<file path="src/design/gffra_pkg.sv">
// Shared constants, command and status types for the grid first-fit rectangle allocator.
// Used by the interfaces, controller, datapath and top level.
package gffra_pkg;
	localparam int IN_W = 13;
	localparam int ID_OUT_W = 16;
	localparam int PX_W = 12;
	localparam int CFG_W = 8;
	localparam int BLOCK_SHIFT_DEF = 5;
	localparam int GRID_MAX_DEF = 128;
	localparam int ID_BITS_DEF = 16;
	localparam logic [CFG_W-1:0] SIDE_RESET = 8'd128;
	localparam logic STATUS_PLACED = 1'b0;
	localparam logic STATUS_NO_ROOM = 1'b1;

	typedef struct packed {
		logic start;
		logic row_init;
		logic row_begin;
		logic rd;
		logic acc;
		logic er_init;
		logic er_step;
		logic next_row;
		logic take;
		logic mark_wr;
		logic load_ok;
		logic load_fail;
	} gffra_cmd_t;

	typedef struct packed {
		logic fit_ok;
		logic row_over;
		logic bh_zero;
		logic rows_done;
		logic er_last;
		logic found;
		logic mark_last;
		logic out_busy;
	} gffra_sts_t;
endpackage

</file>
<file path="src/design/gffra_ctrl.sv">
// Controller state machine for the allocator: sequences row reads, window erosion,
// the column search and marking. Depends on gffra_pkg.
module gffra_ctrl import gffra_pkg::*; (
	input logic clk,
	input logic arst_n,
	input logic req_valid,
	output logic req_ready,
	input gffra_sts_t sts,
	output gffra_cmd_t cmd
);
	typedef enum logic [3:0] {
		S_IDLE, S_PREP, S_ROW, S_RD, S_ACC, S_ER_INIT, S_ER, S_FIND, S_MRD, S_MWR,
		S_OUT_OK, S_OUT_FAIL
	} state_t;

	state_t state_q, state_d;

	assign req_ready = (state_q == S_IDLE);

	always_comb begin
		state_d = state_q;
		cmd = '0;
		unique case (state_q)
			S_IDLE: begin
				if (req_valid) begin
					cmd.start = 1'b1;
					state_d = S_PREP;
				end
			end
			S_PREP: begin
				if (!sts.fit_ok) begin
					state_d = S_OUT_FAIL;
				end else begin
					cmd.row_init = 1'b1;
					state_d = S_ROW;
				end
			end
			S_ROW: begin
				if (sts.row_over) begin
					state_d = S_OUT_FAIL;
				end else begin
					cmd.row_begin = 1'b1;
					state_d = sts.bh_zero ? S_ER_INIT : S_RD;
				end
			end
			S_RD: begin
				cmd.rd = 1'b1;
				state_d = S_ACC;
			end
			S_ACC: begin
				cmd.acc = 1'b1;
				state_d = sts.rows_done ? S_ER_INIT : S_RD;
			end
			S_ER_INIT: begin
				cmd.er_init = 1'b1;
				state_d = S_ER;
			end
			S_ER: begin
				cmd.er_step = 1'b1;
				if (sts.er_last) begin
					state_d = S_FIND;
				end
			end
			S_FIND: begin
				if (sts.found) begin
					cmd.take = 1'b1;
					state_d = sts.bh_zero ? S_OUT_OK : S_MRD;
				end else begin
					cmd.next_row = 1'b1;
					state_d = S_ROW;
				end
			end
			S_MRD: begin
				state_d = S_MWR;
			end
			S_MWR: begin
				cmd.mark_wr = 1'b1;
				state_d = sts.mark_last ? S_OUT_OK : S_MRD;
			end
			S_OUT_OK: begin
				if (!sts.out_busy) begin
					cmd.load_ok = 1'b1;
					state_d = S_IDLE;
				end
			end
			S_OUT_FAIL: begin
				if (!sts.out_busy) begin
					cmd.load_fail = 1'b1;
					state_d = S_IDLE;
				end
			end
			default: begin
				state_d = S_IDLE;
			end
		endcase
	end

	always_ff @(posedge clk or negedge arst_n) begin
		if (!arst_n) begin
			state_q <= S_IDLE;
		end else begin
			state_q <= state_d;
		end
	end
endmodule

</file>
<file path="config.mk">
export PLATFORM = sky130hd
export DESIGN_NAME = gffra_ctrl
export DESIGN_NICKNAME = d
export VERILOG_FILES = /design/src/design/gffra_pkg.sv /design/src/design/gffra_ctrl.sv
export SDC_FILE = /design/constraint.sdc
export NUM_CORES = 1
export LEC_CHECK = 0
export ABC_CLOCK_PERIOD_IN_PS = 1600
export BUFFER_PORTS_ARGS = -buffer_cell sky130_fd_sc_hd__buf_2
export CORE_AREA = 4 4 41 43
export DETAILED_ROUTE_END_ITERATION = 6
export DIE_AREA = 0 0 45 47
export SETUP_SLACK_MARGIN = 0.3
export SYNTH_ARGS = -nofsm -noshare
export SYNTH_HDL_FRONTEND = slang
export SYNTH_SLANG_ARGS = --single-unit
export TNS_END_PERCENT = 20
</file>
<file path="constraint.sdc">
create_clock -name clk -period 1.6 [get_ports clk]
set_input_delay 0.16 -clock clk [delete_from_list [all_inputs] [get_ports clk]]
set_output_delay 0.16 -clock clk [all_outputs]
set_load 0.02 [all_outputs]
</file>
Yosys cells after proc, flatten, opt, wreduce, memory -nomap -nowiden
Index checks and enable logic that the tools add are counted.

storage, ports and cells
  flip-flop bits (word level) = 4
  input port bits = 11
  output and inout bits = 13
  logic and storage cells = 46

cells by class
  equality and inequality tests = 14
  mux-type cells = 28
  reduce and logical (&&, ||, !) cells = 3

operator list
  kind                                                                   count
  4-bit case mux with 11 select lines                                    1
  4-bit two-way mux                                                      6
  4-bit by 3-bit equality test with 1-bit output, second input constant  4
  4-bit equality test, second input constant                             4
  1-bit two-way mux                                                      16
  4-bit by 2-bit equality test with 1-bit output, second input constant  2
  2-bit two-way mux                                                      3
  3-bit two-way mux                                                      2
  2-bit != test, second input constant                                   3
  4-bit by 1-bit equality test with 1-bit output, second input constant  1
  4-bit zero test                                                        1
  3-bit AND reduction                                                    1
  2-bit OR reduction                                                     1

Longest topological paths before layout
Gate-level depths: netlist of run 1.

  depth in word-level cells = 4
  mapped depth = 6

Least setup slack after synthesis of run 1
OpenSTA, ideal clock, no wires.

  path kind = reg2out
  from = register state_q[2]
  to = output cmd[11] in the netlist's numbering
  arrival = 1565 ps
  required time = 1440 ps
  path slack = -125 ps
  cell stages (with the launch flop) = 5
  path buffers = 1
  cell sequence = dfrtp_1 or2_1 clkbuf_1 nor3_1 and2_1

RTL lines
  what                      line               text
  start: declaration        gffra_ctrl.sv:16   state_t state_q, state_d;
  start signal: assignment  gffra_ctrl.sv:102  state_q <= state_d;
  end: declaration          gffra_ctrl.sv:9    output gffra_cmd_t cmd

==> results of run 1 <==
[layout make-up]
class,instances,area [sq um],area share [%]
inverters,3,11.26,1.445
multi-input cells,47,344.1,44.14
flip-flops and latches,4,105.1,13.48
repair buffers,39,277.8,35.63
well taps,15,18.77,2.408
clock buffers,3,22.52,2.889
[per-layer routing]
layer | global-route usage [%] | up-vias | part of all wire, %
met3 | 4.215 | 0 | 5.5
met4 | 3.509 | 0 | 0
met5 | 0 | - | 0
met1 | 20.00 | 267 | 39
met2 | 33.05 | 18 | 55
li1 | - | 290 | -
[repair_timing]
item                       CTS  global route
resized for setup           15             6
setup endpoints to repair   16            17
pin swaps                    3             2
gates cloned                 0             0
setup buffers               11             2
hold endpoints to repair     4             0
hold buffers                 1             0
[critical path: stages (launching register included)]
cell	delay [ns]
dfrtp_2	0.43
or2_4	0.28
nor3_4	0.13
and2_4	0.16
buf_6	0.10
[kinds of logic after synthesis]
family                 Yosys count
AND/OR/NAND/NOR                 29
AO/OA/AOI/OAI                   18
buffers and inverters            9
flip-flops                       4
[final timing paths]
kind	endpoint	from	cells past startpoint
min	state_q[2]	arst_n	2
max in group asynchronous	state_q[1]	arst_n	2
min in group clk	state_q[0]	sts[3]	3
max reg2reg	state_q[0]	state_q[2]	6
min reg2reg	state_q[2]	state_q[3]	2
max	cmd[11]	state_q[2]	4
[through the flow]
stage          setup WS, ns  utilization [%]  hold WS, ns  cell area, sq um  cells
4_1_cts             0.08700            56.15       0.2552             730.7    109
6_report            0.08877            59.90       0.2699             779.5    111
2_1_floorplan        0.1631                -      -0.1356             446.7     60
3_3_place_gp         0.1561            42.60     -0.03271             554.3     94
3_5_place_dp         0.1249            42.60     -0.03203             554.3     94
5_1_grt             0.02649            59.90       0.2797             779.5    111
[report_power, final]
| part | total, mW | leakage, nW | switching (mW) | internal (mW) |
|---|---|---|---|---|
| Combinational | 1.18 | 0.322 | 0.582 | 0.597 |
| Clock | 0.133 | 0.0138 | 0.0483 | 0.0844 |
| Sequential | 0.243 | 0.0446 | 0.0813 | 0.162 |
| Total | 1.56 | 0.380 | 0.712 | 0.843 |
[synthesized netlist by cell type, drive strengths merged]
library cell,count,share of area [%]
or2,1,1.5
o32ai,1,2.0
o21bai,1,1.7
and3,1,1.5
nor2b,1,1.5
o22ai,1,1.5
clkbuf,1,0.87
o221ai,2,4.1
o311ai,1,2.0
or3,1,1.5
and2,1,1.5
a2111oi,1,2.0
o21ai,4,4.7
inv,3,2.6
nand2b,5,7.3
a211o,1,2.0
a21o,1,1.7
dfrtp,4,23
a21oi,3,3.5
buf,5,8.7
nor2,7,6.1
o221a,1,2.6
nor3,8,10
nand2,4,3.5
a32oi,1,2.0
==> flow_metrics.env, run 1 <==
export IMPL_synth_compound_area_share_pct=29.94
export IMPL_dr_total_vias=575
export IMPL_cts_sinks=4
export IMPL_drive_above_1_share_pct=61.46
export IMPL_drt_iter0_drc=8
export IMPL_ys_seq_elements=4
export IMPL_core_sq_um=1301
export IMPL_grt_use_total_pct=17.53
export IMPL_firstDrtPassIters=4
export IMPL_layout_commonest_cell="buf_2"
export IMPL_period_needed_ns=1.511
export IMPL_hold_viol=0
export IMPL_synth_warnings=0
export IMPL_drt_vias_per_instance=5.180
export IMPL_numCtsBuffers=3
export IMPL_syn_instance_count=60
export IMPL_nets=109
export IMPL_max_slew_margin_rel_pct=74.10
export IMPL_synth_simple_area_share_pct=34.59
export IMPL_grt_pass1_wl_um=2704
export IMPL_avgRoutedWirePerCell_um=13.87
export IMPL_setup_viol=0
export IMPL_cts_tree="done"
export IMPL_port_buffers=23
export IMPL_rsz0062_at_grt="true"
export IMPL_overflow=0
export IMPL_synth_top_family_by_area="simple AND/OR/NAND/NOR gates"
export IMPL_power_leakage_nw=0.3799
export IMPL_nFillCells=121
export IMPL_cts_htree_levels=1
export IMPL_ys_types=29
export IMPL_diodes=0
export IMPL_fin_skew_ns=0.005659
export IMPL_power_mw=1.555
export IMPL_initial_core_util_pct=33.08
export IMPL_hold_path_class="in -> async"
export IMPL_cp_end_kind="output pin"
export IMPL_synth_adder_area_share_pct=0
export IMPL_peakVddDrop_mv=1.095
export IMPL_worst_pin_slew_ns=0.3787
export IMPL_required_ns=1.44
export IMPL_rows=13
export IMPL_cts_root_buf="clkbuf_4"
export IMPL_grt_pass1_vias=619
export IMPL_fin_crit_sh_pct=94.45
export IMPL_routed_wirelength_um=1540
export IMPL_gp_congestion=0.8088
export IMPL_rrSetupSlack_ns=0.11
export IMPL_fmax_mhz=661.7
export IMPL_synth_nets=71
export IMPL_synthXorXnorAreaFrac_pct=0
export IMPL_largest_reg_flops=4
export IMPL_ant_nets=0
export IMPL_crit_arrival_ns=1.35
export IMPL_yosysSeqAreaShare_pct=23.26
export IMPL_avgSynthCellArea_sq_um=7.174
export IMPL_fp_dieArea_sq_um=2115
export IMPL_regMostFlops="state_q"
export IMPL_critPathLaunchType="flip-flop"
export IMPL_status="complete, no violations"
export IMPL_drv_cap=0
export IMPL_grt_max_degree=10
export IMPL_synthMuxAreaShare_pct=0
export IMPL_clockBufferDepth=2
export IMPL_grt_antenna_before_repair=0
export IMPL_place_hpwl_um=991.9
export IMPL_cp_max_fo=6
export IMPL_finalSetupTns_ns=0
export IMPL_dieWidth_um=45
export IMPL_clk_latency_ns=0.24
export IMPL_drc_errors=0
export IMPL_syn_area_sq_um=430.4
export IMPL_crit_type="reg -> out"
export IMPL_clk_pin_slew_ns=0.04
export IMPL_largestRegisters="state_q (4)"
export IMPL_slew_viol_final=0
export IMPL_p_per_area_nw_per_um2=1995
export IMPL_syn_to_final_growth_pct=81.10
export IMPL_final_cell_mix="buf_2 (20), buf_4 (14), nor2_1 (7), nor3_1 (4), dfrtp_2 (4)"
export IMPL_dieHeight_um=47
export IMPL_io_pins=24
No activity file was read; power rests on OpenSTA's default activity.
==> run 2, diff against run 1 <==
--- a/config.mk
+++ b/config.mk
@@ -8,7 +8,7 @@
 export ABC_CLOCK_PERIOD_IN_PS = 1600
 export BUFFER_PORTS_ARGS = -buffer_cell sky130_fd_sc_hd__buf_2
-export CORE_AREA = 4 4 41 43
+export CORE_AREA = 2 2 39 41
 export DETAILED_ROUTE_END_ITERATION = 6
-export DIE_AREA = 0 0 45 47
+export DIE_AREA = 0 0 41 43
 export SETUP_SLACK_MARGIN = 0.3
 export SYNTH_ARGS = -nofsm -noshare
==> constraint.sdc (replaced) <==
create_clock -name clk -period 1.6 [get_ports clk]
set_input_delay 0.16 -clock clk [delete_from_list [all_inputs] [get_ports clk]]
set_output_delay 0.16 -clock clk [all_outputs]
set_load 0.01 [all_outputs]
==> flow_metrics.env, run 2 (synthesis gave the netlist of run 1 again) <==
export IMPL_status="complete, no violations"
export IMPL_utilization_pct=55.88
export IMPL_core_sq_um=1384
export IMPL_critPathLaunchType="flip-flop"
export IMPL_cts_sinks=4
export IMPL_diodes=0
export IMPL_dr_total_vias=611
export IMPL_cp_slowest_stage_delay_ns=0.43
export IMPL_p_comb_share_pct=72.0
export IMPL_firstDrtPassIters=4
export IMPL_p_seq_share_pct=18.5
export IMPL_hold_ws_ns=0.2289
export IMPL_cts_htree_levels=1
export IMPL_drt_vias_per_instance=5.407
export IMPL_hold_path_class="in -> async"
export IMPL_crit_arrival_ns=1.39
export IMPL_syn_to_final_growth_pct=79.65
export IMPL_drv_cap=0
export IMPL_grt_use_total_pct=20.52
export IMPL_period_needed_ns=1.547
export IMPL_nFillCells=139
export IMPL_max_slew_margin_rel_pct=76.75
export IMPL_fmax_mhz=646.6
export IMPL_largest_reg_flops=4
export IMPL_drt_iter0_drc=21
export IMPL_ant_nets=0
export IMPL_cp_max_fo=4
export IMPL_avgRoutedWirePerCell_um=14.66
export IMPL_layout_commonest_cell="buf_2"
export IMPL_met1_length_um=687
export IMPL_rsz0062_at_grt="true"
export IMPL_numCtsBuffers=3
export IMPL_fp_dieArea_sq_um=1763
export IMPL_timing_rr_start="state_q[2]"
export IMPL_final_cell_mix="buf_2 (22), buf_4 (12), nor2_1 (7), nor3_2 (5)"
export IMPL_drc_errors=0
export IMPL_clk_latency_ns=0.26
export IMPL_hold_viol=0
export IMPL_fin_cells=113
export IMPL_dieWidth_um=41
export IMPL_worst_pin_slew_ns=0.3400
export IMPL_r2r_end="state_q[0]"
export IMPL_grt_pass1_wl_um=2394
export IMPL_crit_chain="buf_6 > buf_4 > nand2b_4 > nor3_2 > buf_2"
export IMPL_required_ns=1.44
export IMPL_switchingPower_mw=0.6957
export IMPL_dieHeight_um=43
export IMPL_dp_cells=93
export IMPL_critPathBufInv=3
export IMPL_crit_type="reg -> out"
export IMPL_cts_tree="done"
export IMPL_grt_antenna_before_repair=0
export IMPL_top_layer="met4"
export IMPL_overflow=0
export IMPL_power_mw=1.529
export IMPL_intPower_mw=0.8331
export IMPL_rrSetupSlack_ns=0.06
export IMPL_fin_skew_ns=0.01358
export IMPL_power_leakage_nw=0.3715
export IMPL_largestRegisters="state_q (4)"
export IMPL_cp_slowest_cell="dfrtp_2"
export IMPL_routed_wirelength_um=1657
export IMPL_gp_congestion=0.8157
export IMPL_grt_pass1_vias=535
export IMPL_drive_above_1_share_pct=63.92
export IMPL_place_hpwl_um=835.8
export IMPL_fin_crit_sh_pct=96.66
export IMPL_rows=14
export IMPL_wl_met2_um=821
export IMPL_slew_viol_final=0
export IMPL_reg2reg_depth=6
export IMPL_peakVddDrop_mv=0.8814
export IMPL_finalSetupTns_ns=0
export IMPL_grt_max_degree=16
export IMPL_cts_root_buf="clkbuf_4"
export IMPL_regMostFlops="state_q"
export IMPL_p_per_area_nw_per_um2=1977
export IMPL_initial_core_util_pct=31.10
export IMPL_clk_pin_slew_ns=0.05
export IMPL_clkPwrFrac_pct=9.4
export IMPL_io_pins=24
export IMPL_setup_viol=0
export IMPL_dr_wl_met3_um=104
export IMPL_clockBufferDepth=2
export IMPL_swShare_pct=45.51
export IMPL_nets=110
export IMPL_port_buffers=23
export IMPL_cp_end_kind="output pin"
export IMPL_crit_family="flip-flops"
==> run 2: layout make-up <==
type,instances,area (sq um),share of cell area (%)
multi-input cells,47,339.1,43.85
inverters,3,11.26,1.456
clock buffers,3,22.52,2.913
flip-flops and latches,4,105.1,13.59
well taps,16,20.02,2.589
repair buffers,40,275.3,35.60
==> run 2: power groups by stage <==
stage / Sequential [mW] / Combinational (mW) / Clock, mW
finish: 0.283 / 1.10 / 0.144
global route: 0.290 / 1.20 / 0.150
CTS: 0.290 / 0.777 / 0.145
detailed placement: 0.311 / 0.561 / 0
floorplan: 0.192 / 0.614 / 0
global placement: 0.313 / 0.562 / 0
==> run 2: what timing repair did <==
item                                    4_1_cts  5_1_grt
endpoints found under the hold margin         4        0
setup buffers                                 7        9
gates resized for setup                      11        8
hold buffers                                  1        0
endpoints found under the setup margin       17       17
pin swaps                                     5        4
==> run 2: per-layer routing <==
layer  vias to the layer above  global-route usage, %
li1                        289                      -
met1                       281                  25.24
met2                        35                  30.94
met3                         6                  3.141
met4                         0                  14.00
met5                         -                      0
==> run 2: how the worst max path moves through the flow <==
stage / from / to / cells after the start
after floorplan: state_q[2] / cmd[11] / 4
after global placement: state_q[3] / state_q[1] / 4
after detailed placement: state_q[2] / cmd[11] / 4
after CTS: state_q[2] / state_q[0] / 6
after global routing: state_q[2] / state_q[0] / 6
final: state_q[2] / cmd[0] / 5
==> run 2: per-stage QoR <==
stage | worst slack [ns] | area, sq um
2_1_floorplan | 0.2992 | 454.2
3_3_place_gp | 0.1470 | 538.0
3_5_place_dp | 0.1261 | 538.0
4_1_cts | 0.09618 | 660.6
5_1_grt | -0.001259 | 773.2
6_report | 0.05339 | 773.2
==> run 3, diff against run 2 <==
- ABC_AREA: default -> 1
==> flow_metrics.env, run 3 <==
export IMPL_max_slew_margin_rel_pct=84.63
export IMPL_avgSynthCellArea_sq_um=5.208
export IMPL_avgRoutedWirePerCell_um=9.875
export IMPL_slew_viol_final=0
export IMPL_layout_commonest_cell="buf_2"
export IMPL_yosysMostFrequentCell="nor2_1"
export IMPL_grt_pass1_wl_um=1980
export IMPL_switchingPower_mw=0.5586
export IMPL_largest_reg_flops=4
export IMPL_ys_top_cells_by_count="nor2_1 (19), nand2_1 (18), inv_1 (16), nand3_1 (10)"
export IMPL_ys_types=11
export IMPL_async_flop_share_pct=100.0
export IMPL_largestRegisters="state_q (4)"
export IMPL_p_per_area_nw_per_um2=1625
export IMPL_fin_crit_sh_pct=86.13
export IMPL_syn_instance_count=80
export IMPL_syn_area_sq_um=416.7
export IMPL_synth_edff_count=0
export IMPL_required_ns=1.44
export IMPL_numCtsBuffers=3
export IMPL_yosysSeqAreaShare_pct=24.02
export IMPL_clk_latency_ns=0.24
export IMPL_drv_cap=0
export IMPL_nFillCells=147
export IMPL_cts_sinks=4
export IMPL_hold_path_class="in -> reg"
export IMPL_setup_viol=0
export IMPL_dpl_cell_area_sq_um=551.8
export IMPL_regMostFlops="state_q"
export IMPL_status="complete, no violations"
export IMPL_critPathLaunchType="flip-flop"
export IMPL_cts_htree_levels=1
export IMPL_yosys_area_top_type="dfrtp_1"
export IMPL_grt_pass1_vias=524
export IMPL_grt_antenna_before_repair=0
export IMPL_ys_flop_type="dfrtp_1"
export IMPL_clk_pin_slew_ns=0.04
export IMPL_overflow=0
export IMPL_clkPwrFrac_pct=11.6
export IMPL_swShare_pct=51.47
export IMPL_routed_wirelength_um=1264
export IMPL_ys_seq_elements=4
export IMPL_crit_arrival_ns=1.22
export IMPL_finalSetupTns_ns=0
export IMPL_place_hpwl_um=959.3
export IMPL_gp_congestion=0.8304
export IMPL_drc_errors=0
export IMPL_port_buffers=23
export IMPL_drt_iter0_drc=5
export IMPL_synth_warnings=0
export IMPL_dr_total_vias=618
export IMPL_fin_skew_ns=0.002499
export IMPL_nets=125
export IMPL_worst_pin_slew_ns=0.2306
export IMPL_crit_type="reg -> out"
export IMPL_cts_tree="done"
export IMPL_rsz0062_at_grt="true"
export IMPL_core_sq_um=1384
export IMPL_hold_viol=0
export IMPL_fin_area_sq_um=668.1
export IMPL_fp_dieArea_sq_um=1763
export IMPL_yosys_area_top_type_share_pct=24.02
export IMPL_fmax_mhz=725.7
export IMPL_peakVddDrop_mv=0.5985
export IMPL_drive_above_1_share_pct=48.21
export IMPL_p_seq_share_pct=23.9
export IMPL_final_cell_mix="buf_2 (23), nand2_1 (15), nor2_1 (13), inv_1 (12), nand3_1 (10)"
export IMPL_p_comb_share_pct=64.6
export IMPL_clockBufferDepth=2
export IMPL_diodes=0
export IMPL_power_leakage_nw=0.4007
export IMPL_cp_end_kind="output pin"
export IMPL_syn_to_final_growth_pct=60.36
export IMPL_ant_nets=0
export IMPL_firstDrtPassIters=4
export IMPL_utilization_pct=48.28
export IMPL_initial_core_util_pct=30.11
export IMPL_io_pins=24
export IMPL_grt_max_degree=8
export IMPL_cp_max_fo=4
export IMPL_cts_root_buf="clkbuf_4"
export IMPL_dieHeight_um=43
export IMPL_synth_nets=91
export IMPL_grt_use_total_pct=16.23
export IMPL_drt_vias_per_instance=4.828
export IMPL_intPower_mw=0.5268
export IMPL_rows=14
export IMPL_dieWidth_um=41
export IMPL_period_needed_ns=1.378
export IMPL_synth_area_leaders="dfrtp_1 (24%), nor2_1 (17%), nand2_1 (16%), inv_1 (14%), nand3_1 (12%)"
[run 3: layer usage]
metal | vias up | track usage [%] | routed length [um]
met5 | - | 0 | 0
met4 | 0 | 2.000 | 0
met3 | 0 | 6.283 | 110
met2 | 34 | 26.56 | 676
met1 | 276 | 19.87 | 476
li1 | 308 | - | -
[run 3: critical path, stage by stage (launching register included)]
cell and delay (ns):
dfrtp_2 0.40, inv_2 0.07, nor2_2 0.12, inv_1 0.08
nor3_1 0.14, buf_2 0.16
[run 3: area by class of cell]
| class | count | area [sq um] | share of cell area [%] |
|---|---|---|---|
| clock buffer | 3 | 22.52 | 3.371 |
| sequential | 4 | 103.9 | 15.54 |
| inverter | 17 | 63.81 | 9.551 |
| multi-input combinational | 59 | 295.3 | 44.19 |
| timing repair buffer | 29 | 162.7 | 24.34 |
| tap | 16 | 20.02 | 2.996 |
[run 3: worst paths after layout]
path,end,from,slack (ns),cells after the start
max,cmd[0],state_q[3],0.22,5
min,state_q[2],sts[4],0.18,3
max reg2reg,state_q[0],state_q[3],0.37,7
min reg2reg,state_q[3],state_q[1],0.74,2
max in group asynchronous,state_q[1],arst_n,1.21,2
min in group asynchronous,state_q[2],arst_n,0.26,2
[run 3: metrics by stage]
step | hold WS (ns) | total power, mW | std cells | setup slack, ns
5_1_grt | 0.1797 | 1.187 | 128 | 0.1580
3_5_place_dp | -0.03031 | 0.7687 | 119 | 0.3567
2_1_floorplan | -0.1356 | 0.5996 | 80 | 0.4570
3_3_place_gp | -0.03247 | 0.7692 | 119 | 0.3593
6_report | 0.1761 | 1.085 | 128 | 0.2219
4_1_cts | 0.1744 | 1.065 | 128 | 0.2514
[run 3: repair_timing]
action | 4_1_cts | 5_1_grt
gates resized for setup | 16 | 4
cloned | 0 | 0
hold endpoints to repair | 4 | 0
pin swaps | 3 | 1
endpoints found under the setup margin | 13 | 15
hold buffers | 1 | 0
buffers inserted | 5 | 0
[run 3: cell families (layout without fill, tap and decap cells)]
kind of cell / after synthesis / after routing / synth area share [%]
AOI/OAI and AO/OA: 5 / 5 / 6.005
buffers and inverters: 17 / 49 / 15.32
DFF: 4 / 4 / 24.02
and+or+nand+nor: 54 / 54 / 54.66
[run 3: power by group through the flow]
stage | combinational [mW] | sequential, mW | clock (mW)
floorplan | 0.397 | 0.203 | 0
global placement | 0.550 | 0.219 | 0
detailed placement | 0.548 | 0.220 | 0
CTS | 0.685 | 0.249 | 0.131
global route | 0.778 | 0.267 | 0.143
finish | 0.701 | 0.259 | 0.126
